### src/vfh_pkg.sv
// Shared types, codes and constants of the VP8 frame header parser.
// No dependencies; used by vfh_ctrl, vfh_dp and vp8_frame_header_parser.
package vfh_pkg;

  localparam int MAX_PARTITIONS_DEF = 8;
  localparam int HEADER_BYTES       = 10;
  localparam int TAG_BYTES          = 3;
  localparam int START_END          = 6;
  localparam int POS_W              = 24;
  localparam int FPL_W              = 19;
  localparam int CFG_W              = 14;
  localparam int CFG_IDX_W          = 2;
  localparam logic [POS_W-1:0] POS_MAX = '1;
  localparam logic [7:0] START_B0 = 8'h9d;
  localparam logic [7:0] START_B1 = 8'h01;
  localparam logic [7:0] START_B2 = 8'h2a;

  typedef enum logic [CFG_IDX_W-1:0] {
    REG_WIDTH,
    REG_HEIGHT,
    REG_PARTIAL,
    REG_PCOUNT
  } cfg_reg_t;

  typedef enum logic [2:0] {
    STS_OK,
    STS_BAD_VERSION,
    STS_BAD_LENGTH,
    STS_NO_START,
    STS_SIZE_SCALE,
    STS_TRUNCATED,
    STS_OVERRUN
  } status_t;

  typedef enum logic [1:0] {
    CORR_NONE,
    CORR_FIRST,
    CORR_FRAME
  } corr_t;

  typedef enum logic {
    KIND_HEADER,
    KIND_PART
  } kind_t;

  typedef enum logic [2:0] {
    S_RX,
    S_EVAL,
    S_PREP,
    S_WALK,
    S_HDR,
    S_DESC
  } state_t;

  // Commands from the controller to the datapath.
  typedef struct packed {
    logic take_byte;
    logic eval;
    logic prep;
    logic walk;
    logic reload;
    logic load_hdr;
    logic load_desc;
  } cmd_t;

  // Status from the datapath to the controller.
  typedef struct packed {
    logic walk_done;
    logic hdr_only;
    logic desc_last;
    logic slot_free;
  } sts_t;

  // Divide a table byte offset (below 24) by three.
  function automatic logic [2:0] div3(input logic [4:0] q);
    logic [8:0] prod;
    prod = 9'(q) * 9'd11;
    return prod[7:5];
  endfunction

endpackage

### src/vfh_ctrl.sv
// Controller state machine of the VP8 frame header parser.
// Depends on vfh_pkg; drives the command word of vfh_dp.
module vfh_ctrl (
  input  logic            clk,
  input  logic            rst_n,
  input  logic            in_valid,
  input  logic            in_end_of_frame,
  output logic            in_ready,
  input  vfh_pkg::sts_t   sts,
  output vfh_pkg::cmd_t   cmd
);

  vfh_pkg::state_t state_r, state_nxt;

  always_ff @(posedge clk) begin
    if (!rst_n) begin
      state_r <= vfh_pkg::S_RX;
    end else begin
      state_r <= state_nxt;
    end
  end

  // Next state.
  always_comb begin
    state_nxt = state_r;
    case (state_r)
      vfh_pkg::S_RX: begin
        if (in_valid && in_end_of_frame) state_nxt = vfh_pkg::S_EVAL;
      end
      vfh_pkg::S_EVAL: state_nxt = vfh_pkg::S_PREP;
      vfh_pkg::S_PREP: state_nxt = vfh_pkg::S_WALK;
      vfh_pkg::S_WALK: begin
        if (sts.walk_done) state_nxt = vfh_pkg::S_HDR;
      end
      vfh_pkg::S_HDR: begin
        if (sts.slot_free) state_nxt = sts.hdr_only ? vfh_pkg::S_RX : vfh_pkg::S_DESC;
      end
      vfh_pkg::S_DESC: begin
        if (sts.slot_free && sts.desc_last) state_nxt = vfh_pkg::S_RX;
      end
      default: state_nxt = vfh_pkg::S_RX;
    endcase
  end

  // Outputs.
  always_comb begin
    cmd      = '0;
    in_ready = 1'b0;
    case (state_r)
      vfh_pkg::S_RX: begin
        in_ready      = 1'b1;
        cmd.take_byte = in_valid;
      end
      vfh_pkg::S_EVAL: cmd.eval = 1'b1;
      vfh_pkg::S_PREP: cmd.prep = 1'b1;
      vfh_pkg::S_WALK: begin
        cmd.walk   = !sts.walk_done;
        cmd.reload = sts.walk_done;
      end
      vfh_pkg::S_HDR:  cmd.load_hdr  = sts.slot_free;
      vfh_pkg::S_DESC: cmd.load_desc = sts.slot_free;
      default: ;
    endcase
  end

endmodule

### src/vfh_dp.sv
// Datapath of the VP8 frame header parser: config registers, header bytes,
// partition length table, header checks, partition walk and output register.
// Depends on vfh_pkg; steered by vfh_ctrl.
module vfh_dp #(
  parameter int MAX_PARTITIONS = vfh_pkg::MAX_PARTITIONS_DEF
) (
  input  logic                          clk,
  input  logic                          rst_n,
  input  logic                          cfg_we,
  input  logic [vfh_pkg::CFG_IDX_W-1:0] cfg_index,
  input  logic [vfh_pkg::CFG_W-1:0]     cfg_wdata,
  input  logic [7:0]                    in_data_byte,
  input  logic                          in_end_of_frame,
  input  logic                          out_ready,
  input  vfh_pkg::cmd_t                 cmd,
  output vfh_pkg::sts_t                 sts,
  output logic                          out_valid,
  output logic                          out_item_kind,
  output logic                          out_is_key_frame,
  output logic                          out_show_flag,
  output logic                          out_experimental_flag,
  output logic                          out_loop_filter_off,
  output logic [2:0]                    out_status,
  output logic [1:0]                    out_corruption,
  output logic [3:0]                    out_part_index,
  output logic [vfh_pkg::POS_W-1:0]     out_part_offset,
  output logic [vfh_pkg::POS_W-1:0]     out_part_length,
  output logic                          out_last_result
);

  localparam int PW        = vfh_pkg::POS_W;
  localparam int IDX_W     = (MAX_PARTITIONS > 1) ? $clog2(MAX_PARTITIONS) : 1;
  localparam int TBL_DEPTH = (MAX_PARTITIONS > 1) ? MAX_PARTITIONS - 1 : 1;
  localparam int TBL_BYTES = 3 * (MAX_PARTITIONS - 1);
  localparam int R_W       = vfh_pkg::FPL_W + 1;

  // Configuration.
  logic [vfh_pkg::CFG_W-1:0] exp_w_r, exp_h_r;
  logic                      partial_r;
  logic [3:0]                pcount_r;

  always_ff @(posedge clk) begin
    if (!rst_n) begin
      exp_w_r   <= '0;
      exp_h_r   <= '0;
      partial_r <= 1'b0;
      pcount_r  <= 4'd1;
    end else if (cfg_we) begin
      case (vfh_pkg::cfg_reg_t'(cfg_index))
        vfh_pkg::REG_WIDTH:   exp_w_r   <= cfg_wdata;
        vfh_pkg::REG_HEIGHT:  exp_h_r   <= cfg_wdata;
        vfh_pkg::REG_PARTIAL: partial_r <= cfg_wdata[0];
        vfh_pkg::REG_PCOUNT:  pcount_r  <= cfg_wdata[3:0];
        default: ;
      endcase
    end
  end

  // Byte capture.
  logic [PW-1:0] byte_pos_r;
  logic [7:0]    hb_r [vfh_pkg::HEADER_BYTES];
  logic [PW-1:0] tbl_r [TBL_DEPTH];
  logic [PW-1:0] size_r;

  logic [3:0]     cap_off;
  logic [R_W-1:0] cap_t;
  logic [PW-1:0]  cap_dq;
  logic           cap_hit;
  logic [4:0]     cap_q;
  logic [2:0]     cap_ent;
  logic [4:0]     cap_lane5;
  logic [1:0]     cap_lane;

  always_comb begin
    cap_off   = hb_r[0][0] ? 4'(vfh_pkg::TAG_BYTES) : 4'(vfh_pkg::HEADER_BYTES);
    cap_t     = R_W'(cap_off) + R_W'({hb_r[2], hb_r[1], hb_r[0][7:5]});
    cap_dq    = byte_pos_r - PW'(cap_t);
    cap_hit   = (byte_pos_r >= PW'(vfh_pkg::TAG_BYTES)) && (byte_pos_r >= PW'(cap_t)) &&
                (cap_dq < PW'(TBL_BYTES));
    cap_q     = cap_dq[4:0];
    cap_ent   = vfh_pkg::div3(cap_q);
    cap_lane5 = cap_q - {cap_ent, 1'b0} - 5'(cap_ent);
    cap_lane  = cap_lane5[1:0];
  end

  always_ff @(posedge clk) begin
    if (!rst_n) begin
      byte_pos_r <= '0;
    end else if (cmd.take_byte) begin
      if (in_end_of_frame) begin
        byte_pos_r <= '0;
      end else if (byte_pos_r != vfh_pkg::POS_MAX) begin
        byte_pos_r <= byte_pos_r + PW'(1);
      end
    end
  end

  always_ff @(posedge clk) begin
    if (cmd.take_byte) begin
      if (byte_pos_r < PW'(vfh_pkg::HEADER_BYTES)) begin
        hb_r[byte_pos_r[3:0]] <= in_data_byte;
      end
      if (cap_hit) begin
        tbl_r[cap_ent[IDX_W-1:0]][8*cap_lane +: 8] <= in_data_byte;
      end
      if (in_end_of_frame) begin
        size_r <= (byte_pos_r != vfh_pkg::POS_MAX) ? byte_pos_r + PW'(1) : byte_pos_r;
      end
    end
  end

  // Header evaluation.
  logic              ev_key, ev_show, ev_exper, ev_lf, ev_trunc;
  logic [2:0]        ev_ver;
  logic [3:0]        ev_off;
  logic [vfh_pkg::FPL_W-1:0] ev_len;
  logic [R_W-1:0]    ev_r;
  logic [13:0]       ev_w, ev_h;
  vfh_pkg::status_t  ev_status;
  vfh_pkg::corr_t    ev_corr;
  logic [3:0]        ev_fpo;
  logic [PW-1:0]     ev_fpl;
  logic [IDX_W-1:0]  ev_last;

  always_comb begin
    ev_key    = ~hb_r[0][0];
    ev_show   = hb_r[0][4];
    ev_ver    = hb_r[0][3:1];
    ev_off    = hb_r[0][0] ? 4'(vfh_pkg::TAG_BYTES) : 4'(vfh_pkg::HEADER_BYTES);
    ev_len    = {hb_r[2], hb_r[1], hb_r[0][7:5]};
    ev_r      = R_W'(ev_off) + R_W'(ev_len);
    ev_w      = {hb_r[7][5:0], hb_r[6]};
    ev_h      = {hb_r[9][5:0], hb_r[8]};
    ev_exper  = 1'b0;
    ev_lf     = 1'b0;
    ev_trunc  = 1'b0;
    ev_status = vfh_pkg::STS_OK;
    ev_corr   = vfh_pkg::CORR_NONE;
    ev_fpo    = '0;
    ev_fpl    = '0;
    if (!(ev_ver inside {3'd0, 3'd4, 3'd6})) begin
      ev_status = vfh_pkg::STS_BAD_VERSION;
    end else begin
      ev_exper = (ev_ver != 3'd0);
      ev_lf    = (ev_ver == 3'd6);
      if (size_r < PW'(vfh_pkg::TAG_BYTES)) begin
        ev_trunc = 1'b1;
      end else begin
        if (size_r <= PW'(ev_r)) begin
          if (!partial_r) begin
            ev_status = vfh_pkg::STS_BAD_LENGTH;
          end else if (size_r < PW'(ev_off)) begin
            ev_trunc = 1'b1;
          end else begin
            ev_corr = vfh_pkg::CORR_FIRST;
            ev_fpo  = ev_off;
            ev_fpl  = size_r - PW'(ev_off);
          end
        end else begin
          ev_fpo = ev_off;
          ev_fpl = PW'(ev_len);
        end
        if (ev_status == vfh_pkg::STS_OK && !ev_trunc && ev_key) begin
          if (size_r < PW'(vfh_pkg::START_END)) begin
            ev_trunc = 1'b1;
          end else if (hb_r[3] != vfh_pkg::START_B0 || hb_r[4] != vfh_pkg::START_B1 ||
                       hb_r[5] != vfh_pkg::START_B2) begin
            ev_status = vfh_pkg::STS_NO_START;
          end else if (size_r < PW'(vfh_pkg::HEADER_BYTES)) begin
            ev_trunc = 1'b1;
          end else if (ev_w != exp_w_r || ev_h != exp_h_r ||
                       hb_r[7][7:6] != 2'd0 || hb_r[9][7:6] != 2'd0) begin
            ev_status = vfh_pkg::STS_SIZE_SCALE;
          end
        end
      end
      if (ev_status == vfh_pkg::STS_OK && ev_trunc) begin
        if (!partial_r) begin
          ev_status = vfh_pkg::STS_TRUNCATED;
        end else begin
          ev_corr  = vfh_pkg::CORR_FRAME;
          ev_key   = 1'b0;
          ev_exper = 1'b0;
          ev_lf    = 1'b0;
          ev_fpo   = '0;
          ev_fpl   = '0;
        end
      end
    end
    // Header errors report no first partition.
    if (ev_status != vfh_pkg::STS_OK) begin
      ev_fpo = '0;
      ev_fpl = '0;
    end
    // Clamp the partition count to 1..MAX_PARTITIONS; hold n-1.
    if (pcount_r == 4'd0) begin
      ev_last = '0;
    end else if (pcount_r > 4'(MAX_PARTITIONS)) begin
      ev_last = IDX_W'(MAX_PARTITIONS - 1);
    end else begin
      ev_last = IDX_W'(pcount_r - 4'd1);
    end
  end

  logic             key_r, show_r, exper_r, lf_r;
  vfh_pkg::status_t status_r;
  vfh_pkg::corr_t   corr_r;
  logic [3:0]       fpo_r;
  logic [PW-1:0]    fpl_r;
  logic [R_W-1:0]   r_r;
  logic [IDX_W-1:0] last_r;

  // Partition walk.
  logic [PW-1:0]    pos_r, rem_r, base_pos_r, base_rem_r;
  logic [IDX_W-1:0] idx_r;
  logic [PW-1:0]    pr_avail, pr_need, pr_pos, pr_rem;
  logic             pr_fail;
  logic [PW-1:0]    wk_len;
  logic             wk_over;

  always_comb begin
    pr_avail = size_r - PW'(r_r);
    pr_need  = PW'(last_r) + PW'(last_r) + PW'(last_r);
    pr_fail  = 1'b0;
    pr_pos   = PW'(r_r) + pr_need;
    pr_rem   = pr_avail - pr_need;
    if (corr_r != vfh_pkg::CORR_NONE) begin
      pr_fail = (last_r != '0);
      pr_pos  = size_r;
      pr_rem  = '0;
    end else if (pr_avail < pr_need) begin
      pr_fail = 1'b1;
    end
    wk_len  = tbl_r[idx_r];
    wk_over = wk_len > rem_r;
  end

  always_ff @(posedge clk) begin
    if (cmd.eval) begin
      key_r    <= ev_key;
      show_r   <= ev_show;
      exper_r  <= ev_exper;
      lf_r     <= ev_lf;
      status_r <= ev_status;
      corr_r   <= ev_corr;
      fpo_r    <= ev_fpo;
      fpl_r    <= ev_fpl;
      r_r      <= ev_r;
      last_r   <= ev_last;
    end else if (cmd.prep) begin
      if (status_r == vfh_pkg::STS_OK && pr_fail) status_r <= vfh_pkg::STS_OVERRUN;
      base_pos_r <= pr_pos;
      base_rem_r <= pr_rem;
      pos_r      <= pr_pos;
      rem_r      <= pr_rem;
      idx_r      <= '0;
    end else if (cmd.walk) begin
      if (wk_over) begin
        status_r <= vfh_pkg::STS_OVERRUN;
      end else begin
        pos_r <= pos_r + wk_len;
        rem_r <= rem_r - wk_len;
        idx_r <= idx_r + IDX_W'(1);
      end
    end else if (cmd.reload) begin
      pos_r <= base_pos_r;
      rem_r <= base_rem_r;
      idx_r <= '0;
    end else if (cmd.load_desc) begin
      pos_r <= pos_r + wk_len;
      rem_r <= rem_r - wk_len;
      idx_r <= idx_r + IDX_W'(1);
    end
  end

  // Output register.
  logic out_valid_r;

  always_ff @(posedge clk) begin
    if (!rst_n) begin
      out_valid_r <= 1'b0;
    end else if (cmd.load_hdr || cmd.load_desc) begin
      out_valid_r <= 1'b1;
    end else if (out_ready) begin
      out_valid_r <= 1'b0;
    end
  end

  always_ff @(posedge clk) begin
    if (cmd.load_hdr || cmd.load_desc) begin
      out_is_key_frame      <= key_r;
      out_show_flag         <= show_r;
      out_experimental_flag <= exper_r;
      out_loop_filter_off   <= lf_r;
      out_corruption        <= corr_r;
    end
    if (cmd.load_hdr) begin
      out_item_kind   <= vfh_pkg::KIND_HEADER;
      out_status      <= status_r;
      out_part_index  <= '0;
      out_part_offset <= PW'(fpo_r);
      out_part_length <= fpl_r;
      out_last_result <= (status_r != vfh_pkg::STS_OK);
    end else if (cmd.load_desc) begin
      out_item_kind   <= vfh_pkg::KIND_PART;
      out_status      <= vfh_pkg::STS_OK;
      out_part_index  <= 4'(idx_r) + 4'd1;
      out_part_offset <= pos_r;
      out_part_length <= (idx_r == last_r) ? rem_r : wk_len;
      out_last_result <= (idx_r == last_r);
    end
  end

  assign out_valid     = out_valid_r;
  assign sts.slot_free = !out_valid_r || out_ready;
  assign sts.hdr_only  = (status_r != vfh_pkg::STS_OK);
  assign sts.desc_last = (idx_r == last_r);
  assign sts.walk_done = (status_r != vfh_pkg::STS_OK) || (corr_r != vfh_pkg::CORR_NONE) ||
                         (idx_r == last_r);

endmodule

### src/vp8_frame_header_parser.sv
// VP8 frame header parser, top level: ports, controller and datapath.
// Depends on vfh_pkg, vfh_ctrl and vfh_dp.
//
// Feed a compressed VP8 frame one byte per word on the in_ channel and mark
// its final byte with in_end_of_frame. Bytes before the final one are taken
// at one per cycle and produce no word. At the final byte the block decodes
// the 3-byte frame tag, checks a key frame's start code, size and scale
// against cfg registers 0..1, and then walks the DCT partition length table
// one entry per cycle. It sends a header word (part_index 0, the first
// partition) and, for a good frame, one descriptor word per DCT partition,
// the final word of a frame carrying out_last_result. At frame end the
// header is evaluated in the S_EVAL and S_PREP states, then the table walk
// covers up to n-1 entries for n partitions, then words go out one per
// cycle while out_ready is high. in_ready drops from the final byte until
// the last word has been loaded into the output register, so the next
// frame may start while that word still waits.
// Configuration (cfg_we, cfg_index, cfg_wdata): 0 expected width, 1 expected
// height, 2 accept partial frames, 3 partition count; write only when idle.
module vp8_frame_header_parser #(
  parameter int MAX_PARTITIONS = vfh_pkg::MAX_PARTITIONS_DEF
) (
  input  logic                          clk,
  input  logic                          rst_n,
  // configuration
  input  logic                          cfg_we,
  input  logic [vfh_pkg::CFG_IDX_W-1:0] cfg_index,
  input  logic [vfh_pkg::CFG_W-1:0]     cfg_wdata,
  // byte stream
  input  logic                          in_valid,
  output logic                          in_ready,
  input  logic [7:0]                    in_data_byte,
  input  logic                          in_end_of_frame,
  // results
  output logic                          out_valid,
  input  logic                          out_ready,
  output logic                          out_item_kind,
  output logic                          out_is_key_frame,
  output logic                          out_show_flag,
  output logic                          out_experimental_flag,
  output logic                          out_loop_filter_off,
  output logic [2:0]                    out_status,
  output logic [1:0]                    out_corruption,
  output logic [3:0]                    out_part_index,
  output logic [vfh_pkg::POS_W-1:0]     out_part_offset,
  output logic [vfh_pkg::POS_W-1:0]     out_part_length,
  output logic                          out_last_result
);

  vfh_pkg::cmd_t cmd;
  vfh_pkg::sts_t sts;

  // Sequence capture, evaluation, table walk and emission.
  vfh_ctrl u_ctrl (
    .clk             (clk),
    .rst_n           (rst_n),
    .in_valid        (in_valid),
    .in_end_of_frame (in_end_of_frame),
    .in_ready        (in_ready),
    .sts             (sts),
    .cmd             (cmd)
  );

  // Hold the config, header bytes and partition table; compute and drive words.
  vfh_dp #(
    .MAX_PARTITIONS (MAX_PARTITIONS)
  ) u_dp (
    .clk                   (clk),
    .rst_n                 (rst_n),
    .cfg_we                (cfg_we),
    .cfg_index             (cfg_index),
    .cfg_wdata             (cfg_wdata),
    .in_data_byte          (in_data_byte),
    .in_end_of_frame       (in_end_of_frame),
    .out_ready             (out_ready),
    .cmd                   (cmd),
    .sts                   (sts),
    .out_valid             (out_valid),
    .out_item_kind         (out_item_kind),
    .out_is_key_frame      (out_is_key_frame),
    .out_show_flag         (out_show_flag),
    .out_experimental_flag (out_experimental_flag),
    .out_loop_filter_off   (out_loop_filter_off),
    .out_status            (out_status),
    .out_corruption        (out_corruption),
    .out_part_index        (out_part_index),
    .out_part_offset       (out_part_offset),
    .out_part_length       (out_part_length),
    .out_last_result       (out_last_result)
  );

endmodule

### config.mk
export PLATFORM = sky130hd
export DESIGN_NAME = vp8_frame_header_parser
export DESIGN_NICKNAME = d
export VERILOG_FILES = /design/src/vfh_pkg.sv /design/src/vfh_ctrl.sv /design/src/vfh_dp.sv /design/src/vp8_frame_header_parser.sv
export SDC_FILE = /design/constraint.sdc
export NUM_CORES = 1
export LEC_CHECK = 0
export BUFFER_PORTS_ARGS = -buffer_cell sky130_fd_sc_hd__buf_2
export CAP_MARGIN = 20
export CORE_ASPECT_RATIO = 0.5
export CORE_MARGIN = 2
export CORE_UTILIZATION = 40
export DETAILED_ROUTE_END_ITERATION = 10
export GPL_ROUTABILITY_DRIVEN = 0
export GPL_TIMING_DRIVEN = 0
export SLEW_MARGIN = 20
export SYNTH_ARGS = -nofsm -noshare
export SYNTH_HDL_FRONTEND = slang
export SYNTH_SLANG_ARGS = --single-unit
export TNS_END_PERCENT = 30
### constraint.sdc
create_clock -name clk -period 8.1 [get_ports clk]
set_input_delay 0.81 -clock clk [delete_from_list [all_inputs] [get_ports clk]]
set_output_delay 0.81 -clock clk [all_outputs]
set_load 0.01 [all_outputs]
==> impl_results.md <==
- Post-route design area: 0.0339 mm2
- Top cell by count, worst path: ha_1
- Least-Margin Pin Slew: 1120 ps
- CP Launch Type: flop
- Achievable frequency: 132 MHz
- Worst path required time: 8530 ps
- Crit path time final: 7580 ps
- Detailed Route Iter0 Violations: 1915
- Setup TNS: 0 ps
- Worst skew pair latency: 620 ps
- First-pass GRT wire length: 131000 um
- Row count: 71
- Hold buffer count at CTS: 0
- Critical path type: flop to flop
- Post-cts sizing count: 0
- Placed cell count: 3925
- Proportion of netlist area held by the largest area contributor: 0.464
- Clk buf depth: 3
- Crit path arrival time: 8010 ps
- Synth Warn #: 0
- Lkg Pwr: 12.5 nW
- Post-DRT Antenna Nets: 0
- Hold WC Path Type: flop to flop
- Relative slew slack: 0.247
- Maxcap violations: 0
- Post-CTS Setup Bufs: 0
- Layout Cells excl Fill: 4022
- Synth area leaders: edfxtp_1 46%, dfxtp_1 5.9%, ha_1 5.8%
- Worst-path clk slew: 70 ps
- Die width: 393 um
- Crit. End Element: flop
- PD cells: 503 mW/mm2
- Top-level I/O count: 95
- Initial antenna violation count: 5
- Status: complete, no violations
- Area growth syn-to-layout: 12.0%
- Final core utilization: 0.452
- Sum of buffers and inverters on the critical path: 4
- Die area: 0.0780 mm2
- DR vias: 22400
- Core box area: 0.0751 mm2
- IO Port Bufs: 93
- DR WL/cell: 22.2 um
- Netlist Area Pre-Place: 0.0303 mm2
- Clock Root Buffer: clkbuf_16
- Sequential share of the synthesized area: 0.523
- Layout cells sized above 1: 0.0947
- Most common cell in the netlist: edfxtp_1
- # clock sinks: 557
- #FFs+latches synth: 557
- Max incr delay on CP: 850 ps
- 1st-pass router iterations: 7
- Htree depth: 2
- PnR worst setup slack: 517 ps
- Chip height: 199 um
- Unrepaired setup endpoints after global routing: false
- Hpwl dp: 66300 um
- Worst Clk Skew: 17.8 ps
- Synth unique cells: 92
- Final setup fails: 0
- Initial Util: 0.403
- GRT Total Usage: 0.224
- Commonest cells post-synth: 468 x edfxtp_1, 325 x nand2_1, 212 x nor2_1
- Placed Area: 0.0321 mm2
- Clock tree from TritonCTS: built
- Max FO, Critical Path: 8
- DP Worst Slack: 675 ps
- Vias per cell: 5.58
- Post-synth EDFFs: 468
- Area leader, netlist: edfxtp_1
- Post-Syn Instances: 2807
- VDD IR max: 0.000707 V
- CP max stage cell: nor3_1
- Total gr overflow: 0
- FFs w/ async S/R, synth: 0
- Post-synth top flop: edfxtp_1
- Final Cycle Share: 0.936
- Mean Syn Cell Area: 10.8 um2
- Final hold violations: 0
- Vias in the first global route: 21300
- Num CTS Buffers: 52
- Nets@finish: 3135
- Max-slew violation count: 0
- Delay-heaviest family, CP: adder cells
- Largest net degree at the start of global routing: 58
- Drt drc: 0
- DRT Wirelength: 89200 um
## area by class of cell
cell class	count	area, um2
fillers	6954	41200
diodes	1	2.50
inverters	128	485
clock buffers	70	1460
well taps	1022	1280
multi-input cells	2005	13500
flip-flops and latches	557	15800
repair buffers	95	493
plain buffers	118	475
clock inverters	26	345
## state kept, by name, indices dropped and copies added (netlist names), 4 cells and up, named ones only
signal,flops
u_dp.out_part_index,4
u_dp.out_part_length,24
u_dp.exp_w_r,14
u_dp.size_r,24
u_dp.r_r,20
u_dp.fpl_r,24
u_dp.out_part_offset,24
u_dp.byte_pos_r,24
u_dp.base_pos_r,24
u_dp.pcount_r,4
u_dp.tbl_r,168
u_dp.exp_h_r,14
u_dp.base_rem_r,24
u_dp.rem_r,24
u_dp.pos_r,24
u_dp.hb_r,80
## metal layers
layer	up-vias	wire length, um	share of wire	track usage
met1	11100	40100	0.45	0.307
li1	10600	-	-	-
met3	117	4440	0.050	0.0269
met4	2	2520	0.028	0.0646
met5	-	13	0.00015	0
met2	622	42100	0.47	0.375
## power breakdown
group | internal [mW] | switching, mW
clock | 1.52 | 1.12
sequential | 4.94 | 0.301
combinational | 3.28 | 5.89
total | 9.75 | 7.31
## worst reg2reg max path, delay by kind of cell (launching register included)
| kind | cells | cell delay [ps] |
|---|---|---|
| simple gates | 5 | 1720 |
| fa+ha+maj | 7 | 2170 |
| compound gates | 4 | 1130 |
| xor+xnor | 5 | 1430 |
| flops | 1 | 540 |
| buf+inv | 4 | 400 |
## final timing paths
kind / start / to / slack, ps / depth (start not counted)
max reg2reg: u_dp.hb_r[0][0] / u_dp.tbl_r[0][17] / 520 / 25
min reg2reg: u_dp.exper_r / u_dp.out_experimental_flag / 430 / 0
max: u_dp.hb_r[0][0] / u_dp.tbl_r[0][17] / 520 / 25
min: u_dp.exper_r / u_dp.out_experimental_flag / 430 / 0
## cells by family (layout without fill, tap and decap cells)
family / count (synthesis) / count (layout) / share of synthesized area
buffers and inverters: 246 / 437 / 0.0313
AO/OA/AOI/OAI: 566 / 566 / 0.117
multiplexers: 131 / 131 / 0.0545
other: 1 / 3 / 0.000124
flip-flops: 557 / 557 / 0.523
XOR/XNOR: 193 / 193 / 0.0565
adder cells (fa/ha/maj): 153 / 153 / 0.0649
AND/OR/NAND/NOR: 960 / 960 / 0.152
## layout by cell type, fill, tap and decap left out, types with 9 or more instances in the layout
cell type | netlist | layout
or2_2 | 18 | 18
dfxtp_1 | 89 | 89
a21oi_1 | 167 | 167
nand2_1 | 325 | 325
a22oi_1 | 12 | 12
o31ai_1 | 12 | 12
ha_1 | 140 | 140
buf_2 | 2 | 95
xnor2_1 | 131 | 131
a21o_1 | 27 | 27
nor2b_1 | 33 | 33
clkbuf_1 | 100 | 109
clkbuf_16 | 0 | 54
inv_1 | 125 | 123
clkinv_1 | 1 | 9
nor4_1 | 19 | 18
nor2_1 | 212 | 212
nand3b_1 | 9 | 9
nand2b_1 | 28 | 28
xor2_1 | 60 | 60
and2_1 | 42 | 42
nand3_1 | 75 | 75
mux2_2 | 31 | 31
o211ai_1 | 20 | 20
o2111ai_1 | 9 | 9
nor3_1 | 60 | 55
a31oi_1 | 24 | 24
mux2i_1 | 76 | 76
and3_1 | 46 | 45
edfxtp_1 | 468 | 468
mux4_2 | 24 | 24
nand4_1 | 23 | 23
o21a_1 | 38 | 38
buf_1 | 12 | 12
or3_1 | 24 | 24
o21ai_0 | 159 | 159
a211oi_1 | 19 | 19
## through the flow
stage	power [mW]	hold slack [ps]
final	17.1	430
after global routing	18.1	434
after CTS	16.9	424
after detailed placement	14.3	411
after global placement	14.0	404
after floorplan	13.2	400
No activity file was read; power rests on OpenSTA's default activity.
